## src/rtl/tri2d_pkg.sv

```systemverilog
// Shared types, register indexes and width helpers for the 2D trilateration core.
// No dependencies.
package tri2d_pkg;

  localparam int COORD_BITS_DEF = 16;
  localparam int RANGE_BITS     = 16;
  localparam int NUM_REGS       = 6;
  localparam int REG_IDX_BITS   = 3;

  typedef enum logic [REG_IDX_BITS-1:0] {
    REG_A0X = 3'd0,
    REG_A0Y = 3'd1,
    REG_A1X = 3'd2,
    REG_A1Y = 3'd3,
    REG_A2X = 3'd4,
    REG_A2Y = 3'd5
  } tri2d_reg_e;

  localparam int REG_RST [NUM_REGS] = '{0, 0, 3990, 5440, 3710, -300};

  typedef struct packed {
    logic vld;
    logic neg;
    logic zero;
  } tri2d_ctl_t;

  // width of b terms: d0^2 - di^2 + ki - k0
  function automatic int b_width(int c);
    int m;
    m = (2 * c + 1 > 2 * RANGE_BITS) ? 2 * c + 1 : 2 * RANGE_BITS;
    return m + 2;
  endfunction

  // numerator width: a*b - a*b
  function automatic int num_width(int c);
    return c + b_width(c) + 2;
  endfunction

  // 2*det width
  function automatic int den_width(int c);
    return 2 * c + 3;
  endfunction

endpackage

```

## src/rtl/tri2d_div.sv

```systemverilog
// Pipelined restoring divider, one quotient bit per stage, with saturation
// to a signed COORD_BITS result and forced zero for a singular system. Uses tri2d_pkg.
module tri2d_div #(
  parameter int COORD_BITS = tri2d_pkg::COORD_BITS_DEF,
  parameter int NW         = tri2d_pkg::num_width(COORD_BITS),
  parameter int DW         = tri2d_pkg::den_width(COORD_BITS)
) (
  input  logic                         clk_i,
  input  logic                         rst_ni,
  input  logic [NW-1:0]                num_i,
  input  logic [DW-1:0]                den_i,
  input  tri2d_pkg::tri2d_ctl_t        ctl_i,
  output logic signed [COORD_BITS-1:0] q_o,
  output tri2d_pkg::tri2d_ctl_t        ctl_o
);
  import tri2d_pkg::*;

  localparam int C = COORD_BITS;

  logic [NW-1:0] r_q   [C+1];
  logic [DW-1:0] d_q   [C+1];
  logic [C-1:0]  q_q   [C+1];
  logic          ovf_q [C+1];
  tri2d_ctl_t    ctl_q [C+1];

  // quotient of more than C bits flags overflow and saturates
  always_ff @(posedge clk_i) begin
    r_q[0]   <= num_i;
    d_q[0]   <= den_i;
    q_q[0]   <= '0;
    ovf_q[0] <= (num_i >= (NW'(den_i) << C));
  end

  always_ff @(posedge clk_i or negedge rst_ni) begin
    if (!rst_ni) begin
      ctl_q[0] <= '0;
    end else begin
      ctl_q[0] <= ctl_i;
    end
  end

  for (genvar j = 0; j < C; j++) begin : g_step
    logic [NW-1:0] sh;
    logic          take;

    assign sh   = NW'(d_q[j]) << (C - 1 - j);
    assign take = (r_q[j] >= sh);

    always_ff @(posedge clk_i) begin
      r_q[j+1]   <= take ? r_q[j] - sh : r_q[j];
      d_q[j+1]   <= d_q[j];
      q_q[j+1]   <= q_q[j] | (C'(take) << (C - 1 - j));
      ovf_q[j+1] <= ovf_q[j];
    end

    always_ff @(posedge clk_i or negedge rst_ni) begin
      if (!rst_ni) begin
        ctl_q[j+1] <= '0;
      end else begin
        ctl_q[j+1] <= ctl_q[j];
      end
    end
  end

  localparam logic [C-1:0] HALF = {1'b1, {(C-1){1'b0}}};

  logic [C-1:0] lim, qs;
  logic [C-1:0] q_d;
  logic [C-1:0] q_out_q;
  tri2d_ctl_t   ctl_out_q;

  always_comb begin
    lim = ctl_q[C].neg ? HALF : HALF - C'(1);
    qs  = (ovf_q[C] || (q_q[C] > lim)) ? lim : q_q[C];
    if (ctl_q[C].zero) begin
      q_d = '0;
    end else if (ctl_q[C].neg) begin
      q_d = C'(-qs);
    end else begin
      q_d = qs;
    end
  end

  always_ff @(posedge clk_i) begin
    q_out_q <= q_d;
  end

  always_ff @(posedge clk_i or negedge rst_ni) begin
    if (!rst_ni) begin
      ctl_out_q <= '0;
    end else begin
      ctl_out_q <= ctl_q[C];
    end
  end

  assign q_o   = $signed(q_out_q);
  assign ctl_o = ctl_out_q;

endmodule

```

## config.mk

```make
export PLATFORM = sky130hd
export DESIGN_NAME = tri2d_div
export DESIGN_NICKNAME = d
export VERILOG_FILES = /design/src/rtl/tri2d_pkg.sv /design/src/rtl/tri2d_div.sv
export SDC_FILE = /design/constraint.sdc
export NUM_CORES = 2
export LEC_CHECK = 0
export BUFFER_PORTS_ARGS = -buffer_cell sky130_fd_sc_hd__buf_4
export CAP_MARGIN = 10
export CORE_ASPECT_RATIO = 1.2
export CORE_UTILIZATION = 25
export DETAILED_ROUTE_END_ITERATION = 6
export SLEW_MARGIN = 40
export SYNTH_ARGS = -nofsm -noshare
export SYNTH_HDL_FRONTEND = slang
export SYNTH_SLANG_ARGS = --single-unit
```

## constraint.sdc

```tcl
create_clock -name clk_i -period 5.4 [get_ports clk_i]
set_input_delay 1.08 -clock clk_i [delete_from_list [all_inputs] [get_ports clk_i]]
set_output_delay 1.08 -clock clk_i [all_outputs]
set_load 0.005 [all_outputs]
```

==> results.yml <==
outcome:
  status: "finished, final reports clean"
yosys:
  synth_edf_count: 0
  synth-seq-area-share_pct: 44.3
  yosys_warnings: 0
  async_flop_share_pct: 3.31
  synth_seq_cells: 1631
  synth_nets: 8913
  netlist_area_um2: 74400
  avgSynthCellArea_um2: 9.08
  ys.flop_type: "dfxtp_1"
  synth_commonest_cells: "dfxtp_1, inv_1, a21oi_1"
  synth_top_area_cell: "dfxtp_1"
  synthCells: 8193
  yosys.cell_types.count: 98
  synth.top_cell.area_share_pct: 42.4
  yosysMostFrequentCell: "dfxtp_1"
  synth_area_leaders: "dfxtp_1, ha_1, a21oi_1"
clock_network:
  cts_buffer_depth: 3
  h-tree-depth: 4
  cts_tree: "yes"
  cts_root_buf: "clkbuf_16"
  cts_setup_buffers: 0
  cts_resized: 0
  path_clk_slew_ps: 70
  cts.sinks: 1631
  cts_hold_buf: 0
  worstSkewPairLatency_ps: 820
  cts_made_buffers: 169
power_and_ir_drop:
  vdd_drop_max_mv: 0.373
  p_int_w: 0.0317
  seqPwrFrac_pct: 34.3
  p_sw_share_pct: 37.6
  power_density_nw_per_um2: 594
  cellLeakagePower_nw: 37.6
  p_comb_share_pct: 42.3
  p_sw_w: 0.0191
  clkPwrFrac_pct: 23.4
timing:
  final-hold-violation-count: 0
  worst_slew_pin_slew_ps: 909
  setup_tns_ps: 0
  max_clock_freq_mhz: 239
  drv_slew: 0
  fin_skew_ps: 52.4
  fin_crit_ps: 4190
  setup_viol: 0
  fin_crit_sh_pct: 77.6
  slew_headroom_pct: 39.0
  rsz0062_at_grt: "no"
cells_and_area:
  syn_to_final_growth_pct: 15.1
  n_fill_cell: 31200
  fin_area_um2: 85600
  ff_latch_area_um2: 32900
  multi_input_area_um2: 37900
  drive_gt1_share_pct: 6.88
  nets: 9003
  utilization_pct: 28.9
critical_path:
  path_delay_family: "compound AO/OA/AOI/OAI gates"
  critical_path.startpoint_type: "flip-flop"
  worstPathBufferInverterCount: 2
  path_cells: "inv_1 > ha_1 > nor2b_1 > o211ai_1 > a31oi_1 > a21o_1 > a31oi_1 > o21ai_0 > a31oi_1 > and2_1 > inv_4 > mux2_2"
  cp.required_ps: 6090
  cpMostUsedCell: "a31oi_1"
  crit_type: "reg2reg"
  crit_arrival_ps: 4880
  slowest_stage: "a31oi_1"
  worstSetupEndpointType: "flip-flop"
  worstPathMaxFanout: 57
  cp_slowest_stage_delay_ps: 580
route:
  ant_nets: 0
  drc: 0
  vias: 55300
  firstDrtPassIters: 6
  wl_per_cell_um: 14.1
  drt-total-wl_mm: 175
  viasPerCell: 4.46
  drt-initial-drc-count: 3270
floorplanning:
  fp.dieH_um: 600
  die_w_um: 500
  fp.dieArea_um2: 300000
  row_count: 219
  ios: 112
  start_util_pct: 25.1
  core_area_um2: 296000
global_route:
  grt_use_total_pct: 11.5
  antenna_found_initial: 6
  grt-ovfl-total: 0
  grt_pass1_wl_mm: 282
  grt_start_max_net_pins: 72
  grt_pass1_vias: 54500
placement:
  dpl_cell_area_um2: 79800
  port_buffers: 111
  hpwl_mm: 138
  place.gp.congestion: 0.907
flow_run:
  maxCapViolations: 0
min_path:
  hp-class: "reg2reg"
-- per-stage QoR --
stage          instances  total power, W  setup WS (ps)  hold WS (ps)
5_1_grt            12400          0.0547            926           304
6_report           12400          0.0509           1210           293
2_1_floorplan       8193          0.0338           1160           310
3_5_place_dp       12100          0.0390           1170           312
4_1_cts            12400          0.0511           1120           264
3_3_place_gp       12100          0.0390           1150           312
-- routing by layer --
layer	vias up	wire length, um	track usage, %
li1	28700	-	-
met1	25000	78500	13.8
met2	1202	81100	19.7
met3	413	6330	1.68
met4	0	9340	6.01
met5	-	0	0
-- power groups by stage --
stage	clock network, W	registers (W)	logic (W)
2_1_floorplan	0	0.0167	0.0170
3_3_place_gp	0	0.0177	0.0212
3_5_place_dp	0	0.0177	0.0213
4_1_cts	0.0123	0.0174	0.0214
5_1_grt	0.0128	0.0178	0.0242
6_report	0.0119	0.0174	0.0215
-- logic make-up (layout without fill, tap and decap cells) --
| logic type | after synthesis | in the layout | share of synthesized area (%) |
|---|---|---|---|
| AO/OA/AOI/OAI | 2154 | 2154 | 17.9 |
| XOR/XNOR | 600 | 600 | 7.06 |
| adder cells (fa/ha/maj) | 627 | 627 | 10.7 |
| buffers and inverters | 982 | 1209 | 4.99 |
| flip-flops | 1631 | 1631 | 44.3 |
| multiplexers | 83 | 83 | 1.24 |
| other | 0 | 4 | 0 |
| AND/OR/NAND/NOR | 2116 | 2116 | 13.8 |
-- final cells by class --
| type | instances | area share, % |
|---|---|---|
| timing repair buffer | 142 | 1.31 |
| tap | 3978 | 5.81 |
| inverter | 759 | 3.33 |
| sequential | 1631 | 38.4 |
| clock inverter | 71 | 1.09 |
| multi-input combinational | 5580 | 44.3 |
| clock buffer | 237 | 5.72 |
| antenna | 4 | 0.0117 |
-- placed cells by master (no fill, tap or decap), types with 37 or more instances in the layout --
cell,instances
dfxtp_1,1577
inv_1,757
a21oi_1,734
ha_1,612
nand2_1,588
nor2_1,584
o21ai_0,485
xnor2_1,323
a21o_1,302
xor2_1,277
clkbuf_16,172
nor3_1,142
buf_4,137
nand3_1,135
nand4_1,119
o21bai_1,79
nand2b_1,78
a31oi_1,74
mux2_2,74
nor2b_1,73
nor4_1,71
a211oi_1,70
o21a_1,68
dfrtp_1,54
and3_1,53
o211ai_1,50
or3_1,49
and2_1,46
o31ai_1,37
-- registers in the layout (all words and copies together), names as in the netlist --
name,flops
q_q,136
ctl_q,51
ovf_q,17
r_q,848
q_o,16
d_q,560
ctl_o,3
-- path summary, 6_finish.rpt --
kind                            start          end  slack (ps)  cells past startpoint
setup / recovery           d_q[0][36]  r_q[0][133]        1210                     12
hold / removal             q_q[8][15]   q_q[9][15]         290                      0
setup reg to reg           d_q[0][36]  r_q[0][133]        1210                     12
hold reg to reg            q_q[8][15]   q_q[9][15]         290                      0
max in group asynchronous      rst_ni    ctl_q[32]        4660                      1
min in group asynchronous      rst_ni     ctl_o[2]         300                      1
-- worst reg2reg max path, stage by stage, from the launching register on --
cell,delay (ps)
dfxtp_1,380
inv_1,60
ha_1,360
nor2b_1,170
o211ai_1,230
a31oi_1,220
a21o_1,260
a31oi_1,580
o21ai_0,290
a31oi_1,280
and2_1,480
inv_4,350
mux2_2,410
Note: power is estimated with default switching activity, not from simulation.
